**src/design/wavhp_pkg.sv**
```systemverilog
package wavhp_pkg;

  localparam int unsigned WORD_W   = 32;
  localparam int unsigned HALF_W   = 16;
  localparam int unsigned BYTE_W   = 8;
  localparam int unsigned KIND_W   = 2;
  localparam int unsigned STATUS_W = 3;
  localparam int unsigned CFG_IDX_W = 2;
  localparam int unsigned SKIP_W   = 33;
  localparam int unsigned FIDX_W   = 4;
  localparam int unsigned OUT_DATA_W = 152;

  localparam logic [WORD_W-1:0] TAG_RIFF = 32'h4646_4952;
  localparam logic [WORD_W-1:0] TAG_WAVE = 32'h4556_4157;
  localparam logic [WORD_W-1:0] TAG_FMT  = 32'h2074_6D66;
  localparam logic [WORD_W-1:0] TAG_DATA = 32'h6174_6164;

  localparam logic [WORD_W-1:0] FILE_SIZE_RST = 32'd0;
  localparam logic [WORD_W-1:0] MIN_RATE_RST  = 32'd5000;
  localparam logic [WORD_W-1:0] MAX_RATE_RST  = 32'd44100;

  localparam logic [HALF_W-1:0] PCM_CODE      = 16'd1;
  localparam logic [HALF_W-1:0] STEREO_CHANS  = 16'd2;
  localparam logic [HALF_W-1:0] SAMPLE_BITS16 = 16'd16;
  localparam logic [HALF_W-1:0] FRAME_ALIGN   = 16'd4;
  localparam logic [WORD_W-1:0] FMT_MIN_SIZE  = 32'd16;

  typedef enum logic [2:0] {
    PH_RIFF = 3'd0,
    PH_HEAD = 3'd1,
    PH_FMT  = 3'd2,
    PH_SKIP = 3'd3,
    PH_DONE = 3'd4
  } phase_t;

  typedef enum logic [KIND_W-1:0] {
    KIND_BYTE    = 2'd0,
    KIND_END     = 2'd1,
    KIND_RESTART = 2'd2,
    KIND_UNUSED  = 2'd3
  } kind_t;

  typedef enum logic [STATUS_W-1:0] {
    ST_OK        = 3'd0,
    ST_NOT_WAVE  = 3'd1,
    ST_FMT_SHORT = 3'd2,
    ST_TRUNC     = 3'd3,
    ST_UNSUPP    = 3'd4,
    ST_BEYOND    = 3'd5
  } status_t;

  typedef enum logic [CFG_IDX_W-1:0] {
    REG_FILE_SIZE = 2'd0,
    REG_MIN_RATE  = 2'd1,
    REG_MAX_RATE  = 2'd2,
    REG_NONE      = 2'd3
  } cfg_idx_t;

  typedef struct packed {
    logic [WORD_W-1:0] file_len;
    logic [WORD_W-1:0] min_rate;
    logic [WORD_W-1:0] max_rate;
  } cfg_t;

  typedef struct packed {
    logic [WORD_W-1:0] data_length;
    logic [WORD_W-1:0] data_start;
    logic [HALF_W-1:0] frame_bytes;
    logic [WORD_W-1:0] bytes_per_sec;
    logic [WORD_W-1:0] rate_hz;
    logic [STATUS_W-1:0] status;
  } result_t;

endpackage

```
**src/design/wavhp_core.sv**
```systemverilog
module wavhp_core (
  input  logic                          clk,
  input  logic                          rst_n,
  input  logic                          step_valid,
  input  logic [wavhp_pkg::KIND_W-1:0]  step_kind,
  input  logic [wavhp_pkg::BYTE_W-1:0]  step_byte,
  input  wavhp_pkg::cfg_t               cfg,
  output logic                          emit,
  output wavhp_pkg::result_t            result
);
  import wavhp_pkg::*;

  phase_t              phase_r, phase_nxt;
  logic [WORD_W-1:0]   pos_r, pos_nxt;
  logic [FIDX_W-1:0]   fidx_r, fidx_nxt;
  logic [WORD_W-1:0]   shift_r, shift_nxt;
  logic [WORD_W-1:0]   tag_r, tag_nxt;
  logic [SKIP_W-1:0]   skip_r, skip_nxt;
  logic                fseen_r, fseen_nxt;
  logic                dseen_r, dseen_nxt;
  logic [HALF_W-1:0]   enc_r, enc_nxt;
  logic [HALF_W-1:0]   chan_r, chan_nxt;
  logic [WORD_W-1:0]   rate_r, rate_nxt;
  logic [WORD_W-1:0]   brate_r, brate_nxt;
  logic [HALF_W-1:0]   align_r, align_nxt;
  logic [HALF_W-1:0]   bits_r, bits_nxt;
  logic [WORD_W-1:0]   poff_r, poff_nxt;
  logic [WORD_W-1:0]   psize_r, psize_nxt;

  logic                emit_c;
  status_t             status_c;
  status_t             verdict;
  logic [WORD_W-1:0]   sw;
  logic [WORD_W-1:0]   room;

  // align is 4 here, so rate * align must fit in 32 bits exactly
  always_comb begin
    room = cfg.file_len - poff_nxt;
    if (enc_nxt != PCM_CODE || chan_nxt != STEREO_CHANS || bits_nxt != SAMPLE_BITS16 ||
        align_nxt != FRAME_ALIGN || rate_nxt < cfg.min_rate || rate_nxt > cfg.max_rate ||
        rate_nxt[WORD_W-1:WORD_W-2] != 2'b00 ||
        brate_nxt != {rate_nxt[WORD_W-3:0], 2'b00} ||
        psize_nxt == '0 || psize_nxt[1:0] != 2'b00) begin
      verdict = ST_UNSUPP;
    end else if (poff_nxt > cfg.file_len || psize_nxt > room) begin
      verdict = ST_BEYOND;
    end else begin
      verdict = ST_OK;
    end
  end

  always_comb begin
    phase_nxt = phase_r;
    pos_nxt   = pos_r;
    fidx_nxt  = fidx_r;
    shift_nxt = shift_r;
    tag_nxt   = tag_r;
    skip_nxt  = skip_r;
    fseen_nxt = fseen_r;
    dseen_nxt = dseen_r;
    enc_nxt   = enc_r;
    chan_nxt  = chan_r;
    rate_nxt  = rate_r;
    brate_nxt = brate_r;
    align_nxt = align_r;
    bits_nxt  = bits_r;
    poff_nxt  = poff_r;
    psize_nxt = psize_r;
    emit_c    = 1'b0;
    status_c  = ST_OK;
    sw        = {step_byte, shift_r[WORD_W-1:BYTE_W]};

    if (step_valid) begin
      if (kind_t'(step_kind) == KIND_RESTART) begin
        phase_nxt = PH_RIFF;
        pos_nxt   = '0;
        fidx_nxt  = '0;
        shift_nxt = '0;
        tag_nxt   = '0;
        skip_nxt  = '0;
        fseen_nxt = 1'b0;
        dseen_nxt = 1'b0;
        enc_nxt   = '0;
        chan_nxt  = '0;
        rate_nxt  = '0;
        brate_nxt = '0;
        align_nxt = '0;
        bits_nxt  = '0;
        poff_nxt  = '0;
        psize_nxt = '0;
      end else if (phase_r == PH_DONE || kind_t'(step_kind) == KIND_UNUSED) begin
        phase_nxt = phase_r;
      end else if (kind_t'(step_kind) == KIND_END) begin
        emit_c    = 1'b1;
        status_c  = ST_TRUNC;
      end else begin
        if (pos_r != '1) pos_nxt = pos_r + 1'b1;
        shift_nxt = sw;
        unique case (phase_r)
          PH_RIFF: begin
            if (fidx_r == 4'd3) tag_nxt = sw;
            if (fidx_r == 4'd11) begin
              fidx_nxt = '0;
              if (tag_r != TAG_RIFF || sw != TAG_WAVE) begin
                emit_c   = 1'b1;
                status_c = ST_NOT_WAVE;
              end else begin
                phase_nxt = PH_HEAD;
              end
            end else begin
              fidx_nxt = fidx_r + 1'b1;
            end
          end
          PH_HEAD: begin
            if (fidx_r == 4'd3) tag_nxt = sw;
            if (fidx_r != 4'd7) begin
              fidx_nxt = fidx_r + 1'b1;
            end else begin
              fidx_nxt = '0;
              if (tag_r == TAG_FMT && !fseen_r) begin
                if (sw < FMT_MIN_SIZE) begin
                  emit_c   = 1'b1;
                  status_c = ST_FMT_SHORT;
                end else begin
                  skip_nxt  = {1'b0, sw} - {1'b0, FMT_MIN_SIZE} + {{WORD_W{1'b0}}, sw[0]};
                  phase_nxt = PH_FMT;
                end
              end else begin
                skip_nxt = {1'b0, sw} + {{WORD_W{1'b0}}, sw[0]};
                if (tag_r == TAG_DATA && !dseen_r) begin
                  poff_nxt  = pos_nxt;
                  psize_nxt = sw;
                  dseen_nxt = 1'b1;
                  if (fseen_r) begin
                    emit_c   = 1'b1;
                    status_c = verdict;
                  end
                end
                if (!emit_c) phase_nxt = (skip_nxt != '0) ? PH_SKIP : PH_HEAD;
              end
            end
          end
          PH_FMT: begin
            unique case (fidx_r)
              4'd1:    enc_nxt   = sw[WORD_W-1:HALF_W];
              4'd3:    chan_nxt  = sw[WORD_W-1:HALF_W];
              4'd7:    rate_nxt  = sw;
              4'd11:   brate_nxt = sw;
              4'd13:   align_nxt = sw[WORD_W-1:HALF_W];
              4'd15:   bits_nxt  = sw[WORD_W-1:HALF_W];
              default: enc_nxt   = enc_r;
            endcase
            if (fidx_r != 4'd15) begin
              fidx_nxt = fidx_r + 1'b1;
            end else begin
              fseen_nxt = 1'b1;
              if (dseen_r) begin
                emit_c   = 1'b1;
                status_c = verdict;
              end else begin
                fidx_nxt  = '0;
                phase_nxt = (skip_r != '0) ? PH_SKIP : PH_HEAD;
              end
            end
          end
          PH_SKIP: begin
            if (skip_r != '0) skip_nxt = skip_r - 1'b1;
            if (skip_nxt == '0) begin
              fidx_nxt  = '0;
              phase_nxt = PH_HEAD;
            end
          end
          default: phase_nxt = phase_r;
        endcase
      end
      if (emit_c) phase_nxt = PH_DONE;
    end
  end

  always_ff @(posedge clk) begin
    if (!rst_n) begin
      phase_r <= PH_RIFF;
      pos_r   <= '0;
      fidx_r  <= '0;
      shift_r <= '0;
      tag_r   <= '0;
      skip_r  <= '0;
      fseen_r <= 1'b0;
      dseen_r <= 1'b0;
      enc_r   <= '0;
      chan_r  <= '0;
      rate_r  <= '0;
      brate_r <= '0;
      align_r <= '0;
      bits_r  <= '0;
      poff_r  <= '0;
      psize_r <= '0;
    end else begin
      phase_r <= phase_nxt;
      pos_r   <= pos_nxt;
      fidx_r  <= fidx_nxt;
      shift_r <= shift_nxt;
      tag_r   <= tag_nxt;
      skip_r  <= skip_nxt;
      fseen_r <= fseen_nxt;
      dseen_r <= dseen_nxt;
      enc_r   <= enc_nxt;
      chan_r  <= chan_nxt;
      rate_r  <= rate_nxt;
      brate_r <= brate_nxt;
      align_r <= align_nxt;
      bits_r  <= bits_nxt;
      poff_r  <= poff_nxt;
      psize_r <= psize_nxt;
    end
  end

  always_comb begin
    emit          = emit_c;
    result        = '0;
    result.status = status_c;
    if (status_c == ST_OK) begin
      result.rate_hz       = rate_nxt;
      result.bytes_per_sec = brate_nxt;
      result.frame_bytes   = align_nxt;
      result.data_start    = poff_nxt;
      result.data_length   = psize_nxt;
    end
  end

  a_emit_done: assert property (@(posedge clk) disable iff (!rst_n)
    emit |=> phase_r == PH_DONE)
    else $error("verdict given but parser not finished");

  a_restart_clears: assert property (@(posedge clk) disable iff (!rst_n)
    step_valid && kind_t'(step_kind) == KIND_RESTART |=> phase_r == PH_RIFF && pos_r == '0)
    else $error("restart did not clear parse state");

  a_ok_frame: assert property (@(posedge clk) disable iff (!rst_n)
    emit && result.status == ST_OK |-> result.frame_bytes == FRAME_ALIGN && result.data_length != '0)
    else $error("ok verdict with bad frame or length");

  a_head_index: assert property (@(posedge clk) disable iff (!rst_n)
    phase_r == PH_HEAD |-> fidx_r <= 4'd7)
    else $error("chunk header index out of range");

  a_done_silent: assert property (@(posedge clk) disable iff (!rst_n)
    phase_r == PH_DONE && step_valid && kind_t'(step_kind) != KIND_RESTART |-> !emit)
    else $error("second verdict without restart");

endmodule

```
**src/design/wav_header_parser_unit.sv**
```systemverilog
// RIFF/WAVE header parser. Feed a WAV file one byte per transfer on the
// input stream (tuser kind 0), then an end marker (kind 1) if the file ends;
// kind 2 restarts for a new file. One verdict is sent per file: status plus
// sample rate, byte rate, frame size, data offset and data length (all zero
// unless status is ok). One input transfer is taken every cycle while the
// input does not stall; a byte goes through an input register and the parse
// step, and the verdict it decides is registered in the result register. The
// input stalls only while a verdict sits in the result register unaccepted.
// Configuration registers: 0 file size, 1 minimum rate, 2 maximum rate;
// write them only while idle.
module wav_header_parser_unit (
  input  logic                              clk,
  input  logic                              rst_n,
  input  logic                              in_tvalid,
  output logic                              in_tready,
  input  logic [wavhp_pkg::BYTE_W-1:0]      in_tdata,   // byte_value
  input  logic [wavhp_pkg::KIND_W-1:0]      in_tuser,   // kind
  output logic                              out_tvalid,
  input  logic                              out_tready,
  // status, rate_hz, bytes_per_sec, frame_bytes, data_start, data_length, zero pad
  output logic [wavhp_pkg::OUT_DATA_W-1:0]  out_tdata,
  input  logic                              cfg_valid,
  output logic                              cfg_ready,
  input  logic [wavhp_pkg::CFG_IDX_W-1:0]   cfg_index,
  input  logic [wavhp_pkg::WORD_W-1:0]      cfg_data
);
  import wavhp_pkg::*;

  localparam int unsigned RES_W = $bits(result_t);

  logic                 s_valid_r;
  logic [KIND_W-1:0]    s_kind_r;
  logic [BYTE_W-1:0]    s_byte_r;
  logic                 adv;
  logic                 emit;
  result_t              res;
  cfg_t                 cfg_r;
  logic                 out_valid_r, out_valid_nxt;
  result_t              out_res_r;

  assign adv       = s_valid_r && (!out_valid_r || out_tready);
  assign in_tready = !s_valid_r || adv;
  assign cfg_ready = 1'b1;

  always_ff @(posedge clk) begin
    if (!rst_n) begin
      s_valid_r <= 1'b0;
    end else if (in_tready) begin
      s_valid_r <= in_tvalid;
    end
  end

  always_ff @(posedge clk) begin
    if (in_tready && in_tvalid) begin
      s_kind_r <= in_tuser;
      s_byte_r <= in_tdata;
    end
  end

  always_ff @(posedge clk) begin
    if (!rst_n) begin
      cfg_r.file_len <= FILE_SIZE_RST;
      cfg_r.min_rate <= MIN_RATE_RST;
      cfg_r.max_rate <= MAX_RATE_RST;
    end else if (cfg_valid && cfg_ready) begin
      unique case (cfg_idx_t'(cfg_index))
        REG_FILE_SIZE: cfg_r.file_len <= cfg_data;
        REG_MIN_RATE:  cfg_r.min_rate <= cfg_data;
        REG_MAX_RATE:  cfg_r.max_rate <= cfg_data;
        REG_NONE:      cfg_r.file_len <= cfg_r.file_len;
      endcase
    end
  end

  wavhp_core u_core (
    .clk        (clk),
    .rst_n      (rst_n),
    .step_valid (adv),
    .step_kind  (s_kind_r),
    .step_byte  (s_byte_r),
    .cfg        (cfg_r),
    .emit       (emit),
    .result     (res)
  );

  assign out_valid_nxt = (out_valid_r && !out_tready) || (adv && emit);

  always_ff @(posedge clk) begin
    if (!rst_n) begin
      out_valid_r <= 1'b0;
    end else begin
      out_valid_r <= out_valid_nxt;
    end
  end

  always_ff @(posedge clk) begin
    if (adv && emit) out_res_r <= res;
  end

  assign out_tvalid = out_valid_r;
  assign out_tdata  = {{(OUT_DATA_W-RES_W){1'b0}}, out_res_r};

endmodule
```
**config.mk**
```make
export PLATFORM = sky130hd
export DESIGN_NAME = wav_header_parser_unit
export DESIGN_NICKNAME = d
export VERILOG_FILES = /design/src/design/wavhp_pkg.sv /design/src/design/wavhp_core.sv /design/src/design/wav_header_parser_unit.sv
export SDC_FILE = /design/constraint.sdc
export NUM_CORES = 2
export LEC_CHECK = 0
export BUFFER_PORTS_ARGS = -buffer_cell sky130_fd_sc_hd__buf_2
export CAP_MARGIN = 15
export CORE_ASPECT_RATIO = 0.75
export CORE_MARGIN = 4
export CORE_UTILIZATION = 28
export CTS_BUF_LIST = sky130_fd_sc_hd__clkbuf_8 sky130_fd_sc_hd__clkbuf_16
export CTS_CLUSTER_SIZE = 16
export DETAILED_ROUTE_END_ITERATION = 7
export MAX_ROUTING_LAYER = met4
export SLEW_MARGIN = 20
export SYNTH_ARGS = -nofsm -noshare
export SYNTH_HDL_FRONTEND = slang
export SYNTH_HIERARCHICAL = 1
export SYNTH_SLANG_ARGS = --single-unit
```
**constraint.sdc**
```tcl
create_clock -name clk -period 32.3 [get_ports clk]
set_input_delay 1.615 -clock clk [delete_from_list [all_inputs] [get_ports clk]]
set_output_delay 1.615 -clock clk [all_outputs]
set_load 0.02 [all_outputs]
```
# Word level (Yosys, flattened, before mapping)
# Cells that the tools add are included.
totals:
  output_inout_bits: 155
  register_bits: 585
  input_bits: 49
  elab_cells: 293
op_classes:
  eq_ne: 46
  n_mux: 152
  addsub: 7
  reduce_logical: 54
  n_lt_le_gt_ge: 5
op_table:
  columns: ["operator", "n"]
  rows:
  - ["32-bit 2-to-1 mux", 40]
  - ["33-bit 2-to-1 mux", 12]
  - ["16-bit 2-to-1 mux", 24]
  - ["32-bit greater-than comparator", 3]
  - ["3-bit 2-to-1 mux", 26]
  - ["33-bit case mux with 2 select lines", 1]
  - ["33-bit nonzero test", 2]
  - ["32-bit by 31-bit != test with 1-bit output, second input constant", 2]
  - ["1-bit 2-to-1 mux", 34]
  - ["32-bit by 1-bit adder with 33-bit output", 1]
  - ["33-bit by 1-bit adder with 33-bit output", 1]
  - ["33-bit logical NOT", 1]
  - ["32-bit by 5-bit subtractor with 33-bit output, second input constant", 1]
  - ["33-bit by 1-bit subtractor with 33-bit output, second input constant", 1]
  - ["32-bit by 1-bit adder with 32-bit output, second input constant", 1]
  - ["32-bit by 30-bit equality test with 1-bit output, second input constant", 1]
  - ["32-bit by 31-bit equality test with 1-bit output, second input constant", 1]
  - ["32-bit logical NOT", 1]
  - ["32-bit less-than comparator", 1]
  - ["32-bit by 5-bit less-than comparator with 1-bit output, second input constant", 1]
  - ["4-bit 2-to-1 mux", 8]
  - ["32-bit != test", 1]
  - ["32-bit != test, second input constant", 1]
  - ["32-bit subtractor", 1]
  - ["other kinds (43)", 98]

# Longest topological paths before layout
depth:
  word_depth: 28
  depth_mapped: 35
  mapped_depth_nobuf: 31

# Modules after synthesis
# Netlist, hierarchy kept.
modules_own_cells:
  columns: ["module", "n_inst", "seq_area_each_um2", "cells_per_inst", "area_per_inst_um2"]
  rows:
  - ["wavhp_core", 1, 6446.2, 3209, 23074.6]
  - ["wav_header_parser_unit", 1, 6676.4, 541, 8582.0]

# Worst setup path after synthesis
# Ideal clock, no wire load.
synth_timing:
  path_type: "input port to flip-flop"
  startpoint: "input port out_tready"
  endpoint: "register out_res_r, in the netlist out_tdata[0] (enable)"
  stages: 20
  setup_ps: 673
  t_required_ps: 31627
  path_buffers: 3
  t_arrival_ps: 11353
  setup_slack_ps: 20275
  cell_sequence: "nand2b_1 -> and2_1 -> clkbuf_1 -> nand3b_1 -> clkbuf_1 -> buf_1 -> o211a_1 -> or2_2 -> ha_1 -> nor2b_1 -> o211a_1 -> o21ai_0 -> a31oi_1 -> o21ai_0 -> nand4_1 -> a41oi_1 -> a2bb2oi_1 -> nand2_1 -> nand2_1 -> nor2b_1"
synth_via:
  elab_chain_len: 4
synth_lines:
  columns: ["element", "line_no", "source"]
  rows:
  - ["start: declaration", "wav_header_parser_unit.sv:19", "input logic out_tready,"]
  - ["1-bit logical OR", "wav_header_parser_unit.sv:41", "assign adv = s_valid_r && (!out_valid_r || out_tready);"]
  - ["1-bit logical AND", "wav_header_parser_unit.sv:41", null]
  - ["net adv", "wav_header_parser_unit.sv:34", "logic adv;"]
  - ["1-bit 2-to-1 mux", "wavhp_core.sv:73", "if (step_valid) begin"]
  - ["net emit", "wav_header_parser_unit.sv:35", "logic emit;"]
  - ["1-bit logical AND", "wav_header_parser_unit.sv:97", "if (adv && emit) out_res_r <= res;"]
  - ["end signal: assignment", "wav_header_parser_unit.sv:97", null]
  - ["end: declaration", "wav_header_parser_unit.sv:39", "result_t out_res_r;"]
# The timed path passes the listed nets, and every way through them passes these cells.
# A chain may end at the register's enable or synchronous reset.

# Worst setup path in the final report
layout_timing:
  startpoint: "input port out_tready"
  endpoint: "register out_res_r, in the netlist out_tdata[109] (data pin)"
layout_via:
  word_cells_on_any_way: 47
  cone_classes: "add/sub (1); order compare (4); eq/ne (5); mux (21); reduce/logical (16)"
layout_lines:
  columns: ["element", "line_no", "source"]
  rows:
  - ["1-bit logical OR (*)", "wav_header_parser_unit.sv:41", null]
  - ["1-bit logical AND (*)", "wav_header_parser_unit.sv:41", null]
  - ["net adv", "wav_header_parser_unit.sv:34", null]
  - ["32-bit 2-to-1 mux (*)", "wavhp_core.sv:73", null]
  - ["net u_core.poff_nxt[1]", "wavhp_core.sv:27", "logic [WORD_W-1:0] poff_r, poff_nxt;"]
  - ["32-bit subtractor", "wavhp_core.sv:38", "room = cfg.file_len - poff_nxt;"]
  - ["32-bit greater-than comparator", "wavhp_core.sv:45", "end else if (poff_nxt > cfg.file_len || psize_nxt > room) begin"]
  - ["1-bit logical OR (*)", "wavhp_core.sv:45", null]
  - ["[... 4 more ...]", null, null]
  - ["3-bit 2-to-1 mux", "wavhp_core.sv:120", "if (tag_r == TAG_FMT && !fseen_r) begin"]
  - ["3-bit 2-to-1 mux", "wavhp_core.sv:116", "if (fidx_r != 4'd7) begin"]
  - ["3-bit case mux with 3 select lines (*)", "wavhp_core.sv:99", "unique case (phase_r)"]
  - ["3-bit 2-to-1 mux (*)", "wavhp_core.sv:93", "end else if (kind_t'(step_kind) == KIND_END) begin"]
  - ["3-bit 2-to-1 mux (*)", "wavhp_core.sv:91", "end else if (phase_r == PH_DONE || kind_t'(step_kind) == KIND_UNUSED) begin"]
  - ["3-bit 2-to-1 mux (*)", "wavhp_core.sv:74", "if (kind_t'(step_kind) == KIND_RESTART) begin"]
  - ["3-bit 2-to-1 mux (*)", "wavhp_core.sv:73", null]
  - ["3-bit logical NOT (*)", "wavhp_core.sv:222", "if (status_c == ST_OK) begin"]
# The timed path passes the listed nets; every way through them passes the cells marked *.

==> run_results.csv <==
group,metric,value,unit
power,cellInternalPower,1.22,mW
clock_tree,clock_tree_from_tritoncts,"yes",
sta,setup_slack,23.08,ns
sta,max_clock_freq,0.108,GHz
clock_tree,cts-root-to-sink-buffers,3,
power,p_leak,14.1,nW
routing,detail_route.vias_per_cell,5.43,
clock_tree,post_cts_hold_buffer_count,0,
worst_setup_path,timing.critical_path.fanout_max,59,
global_routing,grt_first_pass_wirelength,177,mm
placed_design,place_ws,22.63,ns
power,power_density,45.6,nW/um^2
floorplanning,fp.coreArea,112000,um^2
clock_tree,cts_resized,0,
power,ir_worst_vdd,0.0423,mV
sta,setup_tns,0,ns
placed_design,gp_congestion,0.977,
floorplanning,boundaryPins,204,
worst_setup_path,timing.reg2reg.worst_path_depth,33,
finish,mostFrequentLayoutCells,"472 x nand2_1, 453 x nor2_1, 420 x dfxtp_1",
clock_tree,post-cts-setup-buffers,0,
sta,fin_crit_sh,28.6,%
clock_tree,cts_buffers,58,
min_path,worstHoldEndpoint,"cfg_r[55]$_SDFFE_PN0P_",
finish,drive_gt1_share,11.2,%
yosys,yosys_register_bits,577,
finish,n_fill_cell,11700,
finish,syn2layout_area_growth,14.0,%
sta,rsz_0062_raised_after_global_routing,"false",
yosys,postSynth.asyncResetShare,0,%
power,clock_power_share,45.9,%
sta,max_slew.worst_pin.slew,1.14,ns
sta,relSlewSlack,24.0,%
yosys,synthesis.area_per_instance,8.44,um^2
yosys,netlist-cell-type-count,90,
worst_setup_path,worst_path_max_delay_cell,"and2_1",
routing,vias,29163,
outcome,outcome,"complete, no violations",
worst_setup_path,endpoint_kind,"flip-flop",
power,comb_power_share,8.2,%
floorplanning,core.rowCount,106,
global_routing,via_count_of_the_first_global_routing_pass,26632,
floorplanning,fp.dieArea,119000,um^2
placed_design,hpwl_detailed,86.5,mm
yosys,synth_warnings,6,
global_routing,grt_start_max_net_pins,107,
floorplanning,die_wd,396,um
yosys,synth_area,31700,um^2
min_path,hold_path_depth,2,
yosys,synth_ff_type,"dfxtp_1",
routing,violation_count_after_the_first_detailed_routing_iteration,3388,
global_routing,grt_antenna_before_repair,4,
placed_design,port_buffers,197,
finish,design.final.nets,3993,
worst_setup_path,worst_ep_required_time,32.74,ns
worst_setup_path,r2r-start,"u_core/fidx_r[0]$_SDFFE_PN0P_",
yosys,post_synth_inst_count,3750,
sta,timing.clock.skew,0.0267,ns
clock_tree,clock-root-buffer,"clkbuf_16",
clock_tree,clkSlewWorstSetupHoldPaths,0.07,ns
yosys,synth_sequential_area_ratio,41.5,%
power,net-switching-power,0.420,mW
min_path,hold_path.startpoint,"cfg_r[55]$_SDFFE_PN0P_",
clock_tree,htree_num_levels,2,
routing,wl_per_cell,22.4,um
flow_run,max_cap_viol_count,0,
sta,timing_max_transition_violations_final,0,
worst_setup_path,setup.worst_path.start_class,"primary input",
placed_design,dp_cells,5262,
worst_setup_path,worstReg2RegEnd,"out_tdata[109]$_DFFE_PP_",
sta,final_period_minus_worst_setup_slack,9.22,ns
sta,final-setup-viol-count,0,
worst_setup_path,worst_path_largest_cell_delay,0.63,ns
floorplanning,die_h,299,um
worst_setup_path,crit_arrival,9.66,ns
global_routing,grt_use_total,19.9,%
worst_setup_path,ff_to_ff_setup_slack,23.41,ns
worst_setup_path,critPathKind,"in2reg",
finish,mostFrequentLayoutCell,"nand2_1",
power,p_seq_share,45.8,%
clock_tree,clock-sinks,577,
min_path,timing.hold.worst.class,"reg2reg",
sta,hold_viol,0,
routing,first_pass_iters,8,
finish,final_cell_count_no_fill,5373,
yosys,edff_count_synth,157,
power,switching_share,25.5,%
global_routing,globalRouteOverflowTotal,0,
routing,drcViolationCount,0,
routing,route.final.wire_length,121,mm
routing,antenna_violating_nets_post_route,0,
clock_tree,clkLatencyLatePin,0.65,ns
floorplanning,start_util,28.3,%
[logic make-up after synthesis]
family | synth area share, %
fa+ha+maj | 5.32
buf+inv | 5.58
flops | 41.5
simple gates | 24.4
compound gates | 16.5
other cells | 0.0237
xor+xnor | 3.68
mux | 3.04
[layer usage]
layer,vias to the layer above,GRT usage [%],wire length [um]
met2,1356,26.8,47500
met1,14160,29.7,57500
met4,0,4.28,2610
li1,13471,-,-
met3,176,4.83,13000
met5,-,-,0
[flip-flops by register name, indices dropped and copies added (netlist names)]
signal	count
u_core/skip_r	33
u_core/align_r	16
cfg_r	96
u_core/enc_r	16
out_tdata	147
u_core/shift_r	24
u_core/tag_r	32
u_core/chan_r	16
u_core/psize_r	32
u_core/phase_r	3
s_valid_r	1
u_core/poff_r	32
out_tvalid	1
u_core/dseen_r	1
u_core/fseen_r	1
s_byte_r	8
u_core/pos_r	32
u_core/brate_r	32
u_core/bits_r	16
s_kind_r	2
u_core/rate_r	32
u_core/fidx_r	4
[worst max-delay path by stage]
stage	from	endpoint	slack [ns]	depth (start not counted)
finish	out_tready	out_tdata[109]$_DFFE_PP_	23.08	32
global route	out_tready	out_tdata[63]$_DFFE_PP_	22.29	32
CTS	out_tready	out_tdata[109]$_DFFE_PP_	23.30	32
detailed placement	out_tready	out_tdata[112]$_DFFE_PP_	22.63	32
global placement	out_tready	out_tdata[3]$_DFFE_PP_	22.70	33
floorplan	out_tready	out_tdata[0]$_DFFE_PP_	20.27	20
[worst max-delay path, delay by kind of cell]
family | cells | cell delay [ns]
buffers and inverters | 5 | 1.06
and+or+nand+nor | 8 | 2.19
AOI/OAI and AO/OA | 16 | 3.88
xor gates and xnor gates | 1 | 0.19
adders and majority gates | 2 | 0.55
[metrics by stage]
stage	hold slack [ns]	instance area (um^2)	util (%)	power, mW
floorplan	0.435	31700	-	0.859
global placement	0.445	34000	30.4	0.902
detailed placement	0.450	34000	30.4	0.902
CTS	0.461	36100	32.3	1.66
global route	0.486	36100	32.3	1.70
finish	0.459	36100	32.3	1.64
[cell usage after synthesis, drive strengths merged, types with 14 or more instances]
library cell,count,area (um^2)
a21o,40,300
a21oi,189,957
a22o,45,394
a22oi,53,403
a31oi,62,388
and2,119,744
and3,21,131
and4,17,149
buf,70,477
clkbuf,205,769
dfxtp,420,8410
edfxtp,157,4710
ha,133,1660
inv,139,522
mux2i,96,961
nand2,472,1770
nand3,71,355
nand4,71,444
nand4b,27,236
nor2,457,1720
nor2b,21,131
nor3,84,425
nor3b,16,125
nor4,91,569
o211ai,61,483
o21a,14,105
o21ai,221,1110
or2,18,113
or3,19,119
or4,25,195
xnor2,67,587
xor2,66,578
[area by class of cell]
| type | count | area [um^2] | area share (%) |
|---|---|---|---|
| repair buffers | 271 | 1550 | 4.30 |
| flip-flops and latches | 577 | 13100 | 36.4 |
| clock inverters | 40 | 423 | 1.17 |
| multi-input cells | 2763 | 16900 | 46.7 |
| diodes | 2 | 5.00 | 0.0139 |
| inverters | 139 | 527 | 1.46 |
| clock buffers | 69 | 1700 | 4.72 |
| well taps | 1512 | 1890 | 5.24 |
[power by group through the flow]
| stage | Clock, mW | Combinational [mW] | Sequential, mW |
|---|---|---|---|
| detailed placement | 0 | 0.132 | 0.770 |
| floorplan | 0 | 0.0907 | 0.768 |
| global placement | 0 | 0.132 | 0.769 |
| CTS | 0.769 | 0.133 | 0.753 |
| finish | 0.756 | 0.136 | 0.754 |
| global route | 0.798 | 0.148 | 0.754 |
Note: power is estimated with default switching activity, not from simulation.
